==> config.mk <==
export PLATFORM = sky130hd
export DESIGN_NAME = bitmap_unit_allocator
export DESIGN_NICKNAME = d
export VERILOG_FILES = /design/src/bua_pkg.sv /design/src/bua_ctrl.sv /design/src/bua_dp.sv /design/src/bitmap_unit_allocator.sv
export SDC_FILE = /design/constraint.sdc
export NUM_CORES = 2
export LEC_CHECK = 0
export ABC_AREA = 1
export BUFFER_PORTS_ARGS = -buffer_cell sky130_fd_sc_hd__buf_4
export CAP_MARGIN = 5
export CORE_ASPECT_RATIO = 2
export CORE_MARGIN = 4
export CORE_UTILIZATION = 48
export CTS_CLUSTER_DIAMETER = 100
export DETAILED_ROUTE_END_ITERATION = 16
export GPL_TIMING_DRIVEN = 1
export PLACE_DENSITY = 0.69
export SLEW_MARGIN = 20
export SYNTH_ARGS = -nofsm -noshare
export SYNTH_HDL_FRONTEND = slang
export SYNTH_SLANG_ARGS = --single-unit
==> constraint.sdc <==
create_clock -name clk -period 5.3 [get_ports clk]
set_input_delay 0.265 -clock clk [delete_from_list [all_inputs] [get_ports clk]]
set_output_delay 0.265 -clock clk [all_outputs]
set_load 0.01 [all_outputs]
==> src/bua_pkg.sv <==
// Shared definitions for the bitmap unit allocator: status codes, register
// indexes, parameter defaults and the controller/datapath interface structs.
// No dependencies.
package bua_pkg;

  localparam int unsigned WORD_BITS_DEF = 32;
  localparam int unsigned MAP_WORDS_DEF = 32;

  // Result status codes.
  localparam logic [1:0] ST_OK           = 2'd0;
  localparam logic [1:0] ST_EXHAUSTED    = 2'd1;
  localparam logic [1:0] ST_OUT_OF_RANGE = 2'd2;
  localparam logic [1:0] ST_IN_USE       = 2'd3;

  // Configuration register indexes.
  localparam logic [1:0] REG_UNIT_BASE  = 2'd0;
  localparam logic [1:0] REG_UNIT_COUNT = 2'd1;

  // Commands from the controller to the datapath.
  typedef struct packed {
    logic clr_wr;   // write zero to the word at the pointer, step the pointer
    logic capture;  // take the requested unit from the input transfer
    logic a_setup;  // compute the word count and the scan start
    logic advance;  // step the scan pointer
    logic a_eval;   // examine the word that was read during the scan
    logic n_check;  // range check of a named request
    logic n_div;    // word index of a named request
    logic n_rem;    // bit index of a named request
    logic n_test;   // test the bit of a named request
    logic load;     // load the output register and commit the bitmap write
  } bua_cmd_t;

  // Status from the datapath to the controller.
  typedef struct packed {
    logic clr_last;   // clearing pass is at the last word
    logic size_zero;  // no units are managed
    logic found;      // the word under evaluation has a free unit
    logic rd_last;    // the word under evaluation is the last one to scan
    logic oor;        // the named request lies outside the managed range
    logic out_free;   // the output register can take a result
  } bua_stat_t;

endpackage

==> src/bua_ctrl.sv <==
// Controller state machine of the bitmap unit allocator.
// Depends on bua_pkg for the command and status structs.
module bua_ctrl (
  input  logic               clk,
  input  logic               rst_n,
  input  logic               in_valid,
  input  logic               in_any_unit,
  output logic               in_stall,
  input  bua_pkg::bua_stat_t stat,
  output bua_pkg::bua_cmd_t  cmd
);

  localparam logic [3:0] S_CLEAR   = 4'd0;
  localparam logic [3:0] S_IDLE    = 4'd1;
  localparam logic [3:0] S_A_SETUP = 4'd2;
  localparam logic [3:0] S_A_FILL  = 4'd3;
  localparam logic [3:0] S_A_SCAN  = 4'd4;
  localparam logic [3:0] S_N_CHECK = 4'd5;
  localparam logic [3:0] S_N_DIV   = 4'd6;
  localparam logic [3:0] S_N_REM   = 4'd7;
  localparam logic [3:0] S_N_TEST  = 4'd8;
  localparam logic [3:0] S_FINISH  = 4'd9;

  logic [3:0] state_r;
  logic [3:0] state_nxt;

  assign in_stall = (state_r != S_IDLE);

  always_comb begin
    state_nxt = state_r;
    cmd       = '0;
    case (state_r)
      S_CLEAR: begin
        cmd.clr_wr = 1'b1;
        if (stat.clr_last) begin
          state_nxt = S_IDLE;
        end
      end
      S_IDLE: begin
        if (in_valid) begin
          cmd.capture = 1'b1;
          state_nxt   = in_any_unit ? S_A_SETUP : S_N_CHECK;
        end
      end
      S_A_SETUP: begin
        cmd.a_setup = 1'b1;
        state_nxt   = stat.size_zero ? S_FINISH : S_A_FILL;
      end
      S_A_FILL: begin
        cmd.advance = 1'b1;
        state_nxt   = S_A_SCAN;
      end
      S_A_SCAN: begin
        cmd.a_eval  = 1'b1;
        cmd.advance = 1'b1;
        if (stat.found || stat.rd_last) begin
          state_nxt = S_FINISH;
        end
      end
      S_N_CHECK: begin
        cmd.n_check = 1'b1;
        state_nxt   = stat.oor ? S_FINISH : S_N_DIV;
      end
      S_N_DIV: begin
        cmd.n_div = 1'b1;
        state_nxt = S_N_REM;
      end
      S_N_REM: begin
        cmd.n_rem = 1'b1;
        state_nxt = S_N_TEST;
      end
      S_N_TEST: begin
        cmd.n_test = 1'b1;
        state_nxt  = S_FINISH;
      end
      S_FINISH: begin
        if (stat.out_free) begin
          cmd.load  = 1'b1;
          state_nxt = S_IDLE;
        end
      end
      default: begin
        state_nxt = S_IDLE;
      end
    endcase
  end

  always_ff @(posedge clk) begin
    if (!rst_n) begin
      state_r <= S_CLEAR;
    end else begin
      state_r <= state_nxt;
    end
  end

endmodule

==> src/bua_dp.sv <==
// Datapath of the bitmap unit allocator: configuration registers, bitmap
// memory, scan pointer, search hint and output register.
// Depends on bua_pkg for codes and the command and status structs.
module bua_dp #(
  parameter int unsigned WORD_BITS = bua_pkg::WORD_BITS_DEF,
  parameter int unsigned MAP_WORDS = bua_pkg::MAP_WORDS_DEF
) (
  input  logic               clk,
  input  logic               rst_n,
  input  logic               cfg_we,
  input  logic [1:0]         cfg_index,
  input  logic [31:0]        cfg_wdata,
  input  logic [31:0]        in_requested_unit,
  output logic               out_valid,
  input  logic               out_stall,
  output logic [1:0]         out_status,
  output logic [31:0]        out_allocated_unit,
  input  bua_pkg::bua_cmd_t  cmd,
  output bua_pkg::bua_stat_t stat
);

  localparam int unsigned CAP    = WORD_BITS * MAP_WORDS;
  localparam int unsigned IW     = (MAP_WORDS > 1) ? $clog2(MAP_WORDS) : 1;
  localparam int unsigned PW     = $clog2(WORD_BITS);
  localparam int unsigned WW     = 10;
  localparam int unsigned DIV_S  = 19;
  localparam int unsigned DIV_M  = ((1 << DIV_S) + WORD_BITS - 1) / WORD_BITS;

  logic [WORD_BITS-1:0] mem_r [0:MAP_WORDS-1];

  logic [31:0]          unit_base_r;
  logic [10:0]          unit_count_r;
  logic [IW-1:0]        ptr_r;
  logic [IW-1:0]        ptr_nxt;
  logic [IW-1:0]        hint_r;
  logic [IW-1:0]        start_r;
  logic [WW-1:0]        words_r;
  logic [WORD_BITS-1:0] rd_data_r;
  logic [IW-1:0]        rd_idx_r;
  logic                 rd_last_r;
  logic [31:0]          req_r;
  logic [10:0]          off_r;
  logic [PW-1:0]        bit_r;
  logic [1:0]           st_r;
  logic [31:0]          res_r;
  logic                 add_base_r;
  logic                 wr_pend_r;
  logic [IW-1:0]        wr_addr_r;
  logic [WORD_BITS-1:0] wr_data_r;
  logic                 out_valid_r;
  logic [1:0]           out_status_r;
  logic [31:0]          out_unit_r;

  logic [10:0]          size_c;
  logic [28:0]          words_prod;
  logic [WW-1:0]        words_c;
  logic [IW-1:0]        start_c;
  logic [WW:0]          ptr_inc;
  logic [IW-1:0]        ptr_step;
  logic [16:0]          first_bit;
  logic [16:0]          valid_bits;
  logic [WORD_BITS-1:0] eff_word;
  logic [WORD_BITS-1:0] zero_oh;
  logic [PW-1:0]        pos_c;
  logic                 full_c;
  logic [31:0]          off_c;
  logic                 oor_c;
  logic [27:0]          quo_prod;
  logic [16:0]          nbase;
  logic [16:0]          nbit;
  logic                 out_free;

  // Managed size, saturated to the bitmap capacity.
  assign size_c = (32'(unit_count_r) > CAP) ? 11'(CAP) : unit_count_r;

  // Words that hold managed units: ceil(size / WORD_BITS) by reciprocal.
  assign words_prod = 29'((12'(size_c) + 12'(WORD_BITS - 1)) * 29'(DIV_M));
  assign words_c    = WW'(words_prod[28:DIV_S]);
  assign start_c    = (WW'(hint_r) < words_c) ? hint_r : '0;

  // Scan order wraps to word zero past the last managed word.
  assign ptr_inc  = (WW + 1)'(ptr_r) + 1'b1;
  assign ptr_step = (ptr_inc >= {1'b0, words_r}) ? '0 : IW'(ptr_inc);

  // Word under evaluation, with bits at or past the size forced to used.
  assign first_bit  = 17'(rd_idx_r) * 17'(WORD_BITS);
  assign valid_bits = 17'(size_c) - first_bit;

  always_comb begin
    for (int j = 0; j < WORD_BITS; j++) begin
      eff_word[j] = rd_data_r[j] | (17'(j) >= valid_bits);
    end
  end

  assign full_c  = &eff_word;
  assign zero_oh = ~eff_word & (eff_word + 1'b1);

  always_comb begin
    pos_c = '0;
    for (int j = 0; j < WORD_BITS; j++) begin
      if (zero_oh[j]) begin
        pos_c = pos_c | PW'(j);
      end
    end
  end

  // Named request: range check, then word index by reciprocal and bit index as the remainder.
  assign off_c    = req_r - unit_base_r;
  assign oor_c    = (req_r < unit_base_r) || (off_c >= 32'(size_c));
  assign quo_prod = 28'(28'(off_r) * 28'(DIV_M));
  assign nbase    = 17'(ptr_r) * 17'(WORD_BITS);
  assign nbit     = 17'(off_r) - nbase;

  assign out_free = !out_valid_r || !out_stall;

  always_comb begin
    ptr_nxt = ptr_r;
    if (cmd.clr_wr) begin
      ptr_nxt = stat.clr_last ? '0 : ptr_r + 1'b1;
    end else if (cmd.a_setup) begin
      ptr_nxt = start_c;
    end else if (cmd.advance) begin
      ptr_nxt = ptr_step;
    end else if (cmd.n_div) begin
      ptr_nxt = IW'(quo_prod[27:DIV_S]);
    end
  end

  assign stat.clr_last  = (ptr_r == IW'(MAP_WORDS - 1));
  assign stat.size_zero = (size_c == '0);
  assign stat.found     = !full_c;
  assign stat.rd_last   = rd_last_r;
  assign stat.oor       = oor_c;
  assign stat.out_free  = out_free;

  // Bitmap memory: one write port, one registered read at the pointer.
  always_ff @(posedge clk) begin
    if (cmd.clr_wr) begin
      mem_r[ptr_r] <= '0;
    end else if (cmd.load && wr_pend_r) begin
      mem_r[wr_addr_r] <= wr_data_r;
    end
    rd_data_r <= mem_r[ptr_r];
    rd_idx_r  <= ptr_r;
    rd_last_r <= (ptr_step == start_r);
  end

  always_ff @(posedge clk) begin
    if (!rst_n) begin
      unit_base_r  <= '0;
      unit_count_r <= 11'd1024;
      ptr_r        <= '0;
      hint_r       <= '0;
      wr_pend_r    <= 1'b0;
      out_valid_r  <= 1'b0;
    end else begin
      ptr_r <= ptr_nxt;
      if (cfg_we) begin
        case (cfg_index)
          bua_pkg::REG_UNIT_BASE:  unit_base_r  <= cfg_wdata;
          bua_pkg::REG_UNIT_COUNT: unit_count_r <= cfg_wdata[10:0];
          default: ;
        endcase
      end
      if (cmd.a_setup || cmd.n_check) begin
        wr_pend_r <= 1'b0;
      end else if (cmd.a_eval && !full_c) begin
        wr_pend_r <= 1'b1;
        hint_r    <= rd_idx_r;
      end else if (cmd.n_test && !rd_data_r[bit_r]) begin
        wr_pend_r <= 1'b1;
      end
      if (cmd.load) begin
        out_valid_r <= 1'b1;
      end else if (!out_stall) begin
        out_valid_r <= 1'b0;
      end
    end
  end

  always_ff @(posedge clk) begin
    if (cmd.capture) begin
      req_r <= in_requested_unit;
    end
    if (cmd.a_setup) begin
      words_r    <= words_c;
      start_r    <= start_c;
      st_r       <= bua_pkg::ST_EXHAUSTED;
      res_r      <= '0;
      add_base_r <= 1'b0;
    end
    if (cmd.a_eval && !full_c) begin
      st_r       <= bua_pkg::ST_OK;
      res_r      <= 32'(first_bit + 17'(pos_c));
      add_base_r <= 1'b1;
      wr_addr_r  <= rd_idx_r;
      wr_data_r  <= rd_data_r | zero_oh;
    end
    if (cmd.n_check) begin
      off_r      <= off_c[10:0];
      st_r       <= bua_pkg::ST_OUT_OF_RANGE;
      res_r      <= '0;
      add_base_r <= 1'b0;
    end
    if (cmd.n_rem) begin
      bit_r <= nbit[PW-1:0];
    end
    if (cmd.n_test) begin
      if (rd_data_r[bit_r]) begin
        st_r <= bua_pkg::ST_IN_USE;
      end else begin
        st_r      <= bua_pkg::ST_OK;
        res_r     <= req_r;
        wr_addr_r <= rd_idx_r;
        wr_data_r <= rd_data_r | (WORD_BITS'(1) << bit_r);
      end
    end
    if (cmd.load) begin
      out_status_r <= st_r;
      out_unit_r   <= add_base_r ? (unit_base_r + res_r) : res_r;
    end
  end

  assign out_valid          = out_valid_r;
  assign out_status         = out_status_r;
  assign out_allocated_unit = out_unit_r;

endmodule

==> src/bitmap_unit_allocator.sv <==
// Top level of the bitmap unit allocator: controller plus datapath.
// Depends on bua_pkg, bua_ctrl and bua_dp.
//
// Usage: each request arrives on the in_ channel (in_valid / in_stall) and
// asks either for any free unit (in_any_unit high) or for the unit named by
// in_requested_unit. Every request yields exactly one result on the out_
// channel: a status and the granted unit, zero unless the status is ok. The
// cfg_ port writes unit_base (index 0) and unit_count (index 1) while no
// request is in flight; the user ensures this, the block does not enforce it.
// A named request passes the range check, word index, bit index and bit
// test before its result is loaded, or goes from the range check straight
// to loading if it lies outside the managed range. An any-unit request
// reads one bitmap word per cycle from the memory's single read port,
// starting at the hint word, and stops at the first word with a free unit
// or after the last word that holds managed units; with no units managed
// it skips the scan. The in_stall output stays high from a transfer until
// its result is in the output register, when the next transfer can come.
// After reset the bitmap is cleared one word per cycle with in_stall high,
// and the hint and both registers reset. A stalled result waits in the
// output register; one more request may transfer and its result waits inside.
module bitmap_unit_allocator #(
  parameter int unsigned WORD_BITS = bua_pkg::WORD_BITS_DEF,
  parameter int unsigned MAP_WORDS = bua_pkg::MAP_WORDS_DEF
) (
  input  logic        clk,
  input  logic        rst_n,
  input  logic        cfg_we,
  input  logic [1:0]  cfg_index,
  input  logic [31:0] cfg_wdata,
  input  logic        in_valid,
  output logic        in_stall,
  input  logic        in_any_unit,
  input  logic [31:0] in_requested_unit,
  output logic        out_valid,
  input  logic        out_stall,
  output logic [1:0]  out_status,
  output logic [31:0] out_allocated_unit
);

  bua_pkg::bua_cmd_t  cmd;
  bua_pkg::bua_stat_t stat;

  // The controller sequences each request; the datapath holds all storage.
  bua_ctrl u_ctrl (
    .clk         (clk),
    .rst_n       (rst_n),
    .in_valid    (in_valid),
    .in_any_unit (in_any_unit),
    .in_stall    (in_stall),
    .stat        (stat),
    .cmd         (cmd)
  );

  bua_dp #(
    .WORD_BITS (WORD_BITS),
    .MAP_WORDS (MAP_WORDS)
  ) u_dp (
    .clk                (clk),
    .rst_n              (rst_n),
    .cfg_we             (cfg_we),
    .cfg_index          (cfg_index),
    .cfg_wdata          (cfg_wdata),
    .in_requested_unit  (in_requested_unit),
    .out_valid          (out_valid),
    .out_stall          (out_stall),
    .out_status         (out_status),
    .out_allocated_unit (out_allocated_unit),
    .cmd                (cmd),
    .stat               (stat)
  );

`ifndef ASSERT_OFF
  // A transfer on the input is followed by a busy cycle.
  a_one_at_a_time: assert property (@(posedge clk) disable iff (!rst_n)
    (in_valid && !in_stall) |=> in_stall)
    else $error("input transfer not followed by stall");

  // A failed request never reports a unit.
  a_zero_on_fail: assert property (@(posedge clk) disable iff (!rst_n)
    out_valid |-> (out_status == bua_pkg::ST_OK || out_allocated_unit == 32'd0))
    else $error("non-ok result carries a unit");

  // No request is taken while the bitmap is being cleared.
  a_no_take_in_clear: assert property (@(posedge clk) disable iff (!rst_n)
    cmd.clr_wr |-> in_stall)
    else $error("input accepted during clearing pass");

  // A result is loaded only when the output register can take it.
  a_load_free: assert property (@(posedge clk) disable iff (!rst_n)
    cmd.load |-> (!out_valid || !out_stall))
    else $error("result overwrote a stalled output");
`endif

endmodule
==> Word level (Yosys, flattened, before mapping) <==
Memories as Yosys holds them, arrays and structs flattened. A register that Yosys moved wholly into a read port is not among the register bits.
Cells that the tools add are included.
W data, S select, Z words.
{ "totals": {"ram_bits": 1024, "regBits": 233, "input_bits": 72, "mem_count": 1} }
{ "memory_table": {"columns": ["name", "words", "width", "read_ports", "rd_clocked_by_memory_dff", "wr", "line", "text"], "rows": [
  ["u_dp.mem_r", 32, 32, 1, 1, 1, "bua_dp.sv:29", "logic [WORD_BITS-1:0] mem_r [0:MAP_WORDS-1];"]
]} }
{ "classes": {"mux": 133, "n_bitwise": 36, "add_sub_neg": 9, "n_shift": 1, "n_eq_ne": 24, "n_lt_le_gt_ge": 38, "reduce_logical": 24} }
{ "ops": {"columns": ["op", "count"], "rows": [
  ["$mux W32", 17],
  ["$ge A5 B17 Y1 const A", 16],
  ["$mux W5", 39],
  ["$ge A4 B17 Y1 const A", 8],
  ["$mux W4", 18],
  ["$ge A3 B17 Y1 const A", 4],
  ["$mux W11", 6],
  ["$or A32 B32 Y32", 2],
  ["$pmux W4 S10", 1],
  ["$mux W1", 38],
  ["$ge A1 B17 Y1 const A", 2],
  ["$ge A2 B17 Y1 const A", 2],
  ["$add A32 B1 Y32 const B", 1],
  ["$add A32 B32 Y32", 1],
  ["$and A32 B32 Y32", 1],
  ["$ge A32 B11 Y1", 1],
  ["$lt A32 B32 Y1", 1],
  ["$not A32 Y32", 1],
  ["$or A1 B1 Y1", 32],
  ["$reduce_and A32 Y1", 1],
  ["$reduce_or A32 Y1", 1],
  ["$shl A1 B5 Y32 const A", 1],
  ["$sub A32 B32 Y32", 1],
  ["$eq A4 B3 Y1 const B", 4],
  ["34 further kinds", 66]
]} }

==> Depth between registers and ports, before layout <==
{ "depth": {"depth_word": 44, "depth_mapped": 34, "mapped_depth_nobuf": 33} }

==> Hierarchy <==
Synthesis repeated with hierarchy kept, for this count alone.
{ "unflattened": {"cells_unflattened": 5207, "hier_area_um2": 55797.3} }
{ "modules_own_cells": {"columns": ["mod", "area_per_inst_um2", "cells_per_inst", "n_inst", "seq_area_each_um2"], "rows": [
  ["bua_dp", 55364.3, 5130, 1, 36865.4],
  ["bua_ctrl", 432.9, 77, 1, 80.1]
]} }

==> Least setup slack after synthesis <==
OpenSTA, ideal clock, no wires.
{ "synth_path": {"path_type": "register to register", "start": "register u_ctrl.state_r[0]", "end": "memory u_dp.mem_r[16][0] in the netlist's numbering (enable)", "setup_ps": 421, "path_stages_with_launch": 12, "slack_ps": -126, "arrival_ps": 5005, "n_path_buf": 1, "required_ps": 4879, "path_cell_list": "dfxtp_1 -> inv_1 -> nor2_1 -> nand3_1 -> a21oi_1 -> nand2_1 -> clkbuf_1 -> o21ai_0 -> inv_1 -> nor2_1 -> nand2_1 -> nor2_1"} }
{ "synth_rtl": {"columns": ["item", "line", "text"], "rows": [
  ["start: declaration", "bua_ctrl.sv:24", "logic [3:0] state_r;"],
  ["start signal: assignment", "bua_ctrl.sv:92", "state_r <= state_nxt;"],
  ["end: declaration", "bua_dp.sv:29", null]
]} }

==> Final worst setup path <==
{ "layout_path": {"start": "register u_dp.unit_count_r[3]", "end": "register u_dp.res_r[4]"} }
{ "layout_via": {"elab_chain_len": 44, "elab_cells_between_ends": 110, "cone_classes": "3 x add/sub; 33 x order compare; 37 x mux; 34 x bitwise; 3 x reduce/logical"} }
{ "layout_rtl": {"columns": ["item", "line", "text"], "rows": [
  ["start: declaration", "bua_dp.sv:32", "logic [10:0] unit_count_r;"],
  ["start signal: assignment", "bua_dp.sv:161", "bua_pkg::REG_UNIT_COUNT: unit_count_r <= cfg_wdata[10:0];"],
  ["$gt A11 B11 Y1", "bua_dp.sv:74", "assign size_c = (32'(unit_count_r) > CAP) ? 11'(CAP) : unit_count_r;"],
  ["$mux W11 *", "bua_dp.sv:74", null],
  ["$sub A11 B10 Y12 *", "bua_dp.sv:87", "assign valid_bits = 17'(size_c) - first_bit;"],
  ["$ge A1 B17 Y1", "bua_dp.sv:91", "eff_word[j] = rd_data_r[j] | (17'(j) >= valid_bits);"],
  ["$or A1 B1 Y1", "bua_dp.sv:91", null],
  ["$add A32 B1 Y32 / $not A32 Y32 (equally long branches)", "bua_dp.sv:96", "assign zero_oh = ~eff_word & (eff_word + 1'b1);"],
  ["$and A32 B32 Y32", "bua_dp.sv:96", null],
  ["$mux W1", "bua_dp.sv:101", "if (zero_oh[j]) begin"],
  ["(+6 left out)", null, null],
  ["$mux W4 (8 in series)", "bua_dp.sv:101", null],
  ["$mux W5 (16 in series)", "bua_dp.sv:101", null],
  ["$add A10 B5 Y11", "bua_dp.sv:194", "res_r <= 32'(first_bit + 17'(pos_c));"],
  ["$mux W32 *", "bua_dp.sv:192", "if (cmd.a_eval && !full_c) begin"],
  ["$mux W32 *", "bua_dp.sv:199", "if (cmd.n_check) begin"],
  ["$mux W32", "bua_dp.sv:209", "if (rd_data_r[bit_r]) begin"],
  ["$mux W32", "bua_dp.sv:208", "if (cmd.n_test) begin"],
  ["$mux W32 *", "bua_dp.sv:208", null],
  ["end signal: assignment", "bua_dp.sv:194", null],
  ["end signal: assignment", "bua_dp.sv:213", "res_r <= req_r;"],
  ["end: declaration", "bua_dp.sv:45", "logic [31:0] res_r;"]
]} }
Mark *: on every way between the ends. The rest lies on a longest branch, timed or not. The select of a mux whose other input is x is not followed.
A chain may end at the register's enable or synchronous reset.

==> flow_summary.toml <==
[sta]
slew_violations = 0
period_needed_ps = 4760
clock_skew_ps = 39.9
whs_ps = 66.1
worst_slew_pin_slew_ps = 1140
rsz0062_at_grt = "no"
setup_viol = 0
final_hold_viol_count = 0
fin_tns_setup_ps = 0
fmax_mhz = 210
fin_crit_sh = 0.899
relSlewSlack = 0.238
layout_setup_ws_ps = 538

[run]
cap_violations = 0

[synth]
ys_warn_count = 0
ys_async_sr_fraction = 0
seq_area_frac_synth = 0.655
syn_nets = 5521
synth_area_um2 = 56400
synth_edf_count = 1119
syn_avg_cell_area_um2 = 10.5
synth_ff_type = "edfxtp_1"
yosys-top-cells-area = "edfxtp_1, o21ai_0, nor2_1"
synth_seq_cells = 1286
synth_cells = 5356
yosys.area.top_type = "edfxtp_1"
synth_top_area_frac = 0.596
synth_cell_types = 64

[floorplan]
die_h_um = 493
num_io_pins = 108
initial_utilization = 0.484
chipWidth_um = 250
core_area_um2 = 116000
fp.dieArea_um2 = 123000
fp-row-count = 177

[cells_and_area]
fin_util = 0.548
syn2layout_area_growth_pct = 13.3
n_fill_cell = 9897
nNetsFinal = 5655
multiInputGateArea_um2 = 17200
seqCellArea_um2 = 37000
drive_gt1_frac = 0.0922

[pwr]
ir_drop_mv = 0.410
p_per_area_nw_per_um2 = 488
power_w = 0.0312
p_leak_nw = 22.8

[grt]
grt_pass1_wl_um = 276000
overflow = 0
antenna_found_initial = 4
track_usage = 0.303
grt_pass1_vias = 42585
grt_max_degree = 221

[critical_path]
cp.required_ps = 5980
cp_num_cells = 29
rr_startpoint = "u_dp.unit_count_r[3]"
critPathSlowestCell = "dfxtp_1"
crit_arrival_ps = 5440
worstSetupPathType = "register to register"
worstPathMaxFanout = 23
crit_family = "simple AND/OR/NAND/NOR gates"
ff2ff_path_depth = 29
critPathCaptureType = "register"
startpoint_type = "register"
crit_start = "u_dp.unit_count_r[3]"
critPathBufInv = 5
cp_common_cell = "nand2_1"
max_stage_delay_ps = 590

[route]
dr.pass1.iters = 6
routed_wl_um = 193000
vias = 43112
vias_per_cell = 6.06
drc_errors = 0
wl_per_cell_um = 27.1
drtAntennaViolNets = 0
drt_iter0_markers = 4259

[place]
io_buffers = 107
post-dp-hpwl_um = 127000
finalWeightedCongestion = 0.964
place_ws_ps = 600

[worst_hold_path]
hp-start = "cfg_index[1]"
hold_path_depth = 4
min_path_type = "primary input to register"

[clocking]
cts_root_buf = "clkbuf_16"
cts_buffers = 108
clock_path_buffers = 3
cts.clk_slew.worst_paths_ps = 70
clock_sinks = 1286
post-cts-setup-buffers = 0
clk_latency_ps = 760
cts_tree = "done"
h-tree-depth = 3

[outcome]
status = "complete, no violations"
## final cells by class
cell class / instances / share of cell area
Antenna cell: 5 / 0.000196
Inverter: 386 / 0.0230
Sequential cell: 1286 / 0.579
Clock inverter: 76 / 0.0127
Clock buffer: 128 / 0.0445
Timing Repair Buffer: 301 / 0.0415
Tap cell: 1521 / 0.0298
Multi-Input combinational cell: 3407 / 0.270
## cell usage after synthesis (all sizes together), types with 3 or more instances
cell type,n
o311ai,4
inv,383
or2,13
nand3,148
o21a,8
xnor2,12
nor2,924
a21oi,191
a31oi,14
nor3,35
o31ai,16
clkbuf,257
a22o,13
edfxtp,1119
buf,20
o21ai,859
o21bai,7
dfxtp,167
nand2b,3
nand3b,9
o22ai,318
nor4,6
xor2,21
fa,3
clkinv,3
nand2,642
ha,90
o211ai,22
nand4,31
## timing repair
item	in CTS	in global routing
endpoints found under the setup margin	0	0
hold endpoints to repair	80	0
hold buffers	66	0
gates resized for setup	0	0
## per-stage QoR
step / cell area (um2) / instances
4_1_cts: 63800 / 7105
3_3_place_gp: 59500 / 6835
5_1_grt: 63900 / 7107
6_report: 63900 / 7110
2_1_floorplan: 56400 / 5356
3_5_place_dp: 59500 / 6835
## flip-flops by register name, indices dropped and copies added (netlist names), 2 cells and up
name and flops:
u_ctrl.state_r 4, u_dp.bit_r 5, u_dp.hint_r 5, u_dp.mem_r 1024
u_dp.off_r 10, u_dp.out_allocated_unit 32, u_dp.out_status 2, u_dp.ptr_r 5
u_dp.rd_data_r 32, u_dp.rd_idx_r 5, u_dp.req_r 32, u_dp.res_r 32
u_dp.st_r 2, u_dp.start_r 5, u_dp.unit_base_r 32, u_dp.unit_count_r 11
u_dp.words_r 7, u_dp.wr_addr_r 5, u_dp.wr_data_r 32
## layout by cell type (no fill, tap or decap), types with 16 or more instances in the layout
| master | n |
|---|---|
| edfxtp_1 | 1119 |
| clkinv_2 | 26 |
| clkbuf_16 | 109 |
| clkinv_1 | 21 |
| xor2_1 | 21 |
| o21ai_0 | 836 |
| nor2_4 | 45 |
| o21ai_1 | 21 |
| dlygate4sd3_1 | 66 |
| buf_12 | 18 |
| nor3_1 | 33 |
| ha_1 | 90 |
| dfxtp_1 | 162 |
| buf_4 | 217 |
| o211ai_1 | 18 |
| inv_1 | 375 |
| a21oi_1 | 189 |
| nand4_1 | 31 |
| o22ai_1 | 318 |
| nor2_1 | 872 |
| nand2_1 | 626 |
| nand3_1 | 145 |
| o31ai_1 | 16 |
## routing by layer
layer / GRT usage / part of all wire
met2: 0.560 / 0.53
met1: 0.305 / 0.31
met4: 0.235 / 0.094
met5: 0 / 0.000067
met3: 0.0378 / 0.066
## cells by family (layout without fill, tap and decap cells)
| kind of cell | Yosys count | count (layout) | share of synthesized area |
|---|---|---|---|
| buffers and inverters | 663 | 891 | 0.0452 |
| other | 1 | 6 | 0.0000665 |
| AOI/OAI and AO/OA | 1465 | 1465 | 0.142 |
| and+or+nand+nor | 1815 | 1815 | 0.131 |
| adders and majority gates | 93 | 93 | 0.0210 |
| xor gates and xnor gates | 33 | 33 | 0.00513 |
| DFF | 1286 | 1286 | 0.655 |
## where the power goes
part	leakage, nW	switching [W]	internal [W]
Combinational	9.91	0.00726	0.00275
Sequential	11.1	0.000802	0.0122
Clock	1.75	0.00384	0.00437
## worst paths after layout
path / end / slack, ps
setup / recovery: u_dp.res_r[4] / 540
hold / removal: u_dp.unit_count_r[6] / 70
setup reg to reg: u_dp.res_r[4] / 540
hold reg to reg: u_dp.bit_r[4] / 420
## worst register-to-register path: cells and delay by family (launching register included)
| family | cells | cell delay (ps) |
|---|---|---|
| fa+ha+maj | 2 | 530 |
| flops | 1 | 590 |
| simple gates | 21 | 2840 |
| buf+inv | 5 | 580 |
| xor+xnor | 1 | 180 |
Power figures use the tool's default switching activity.
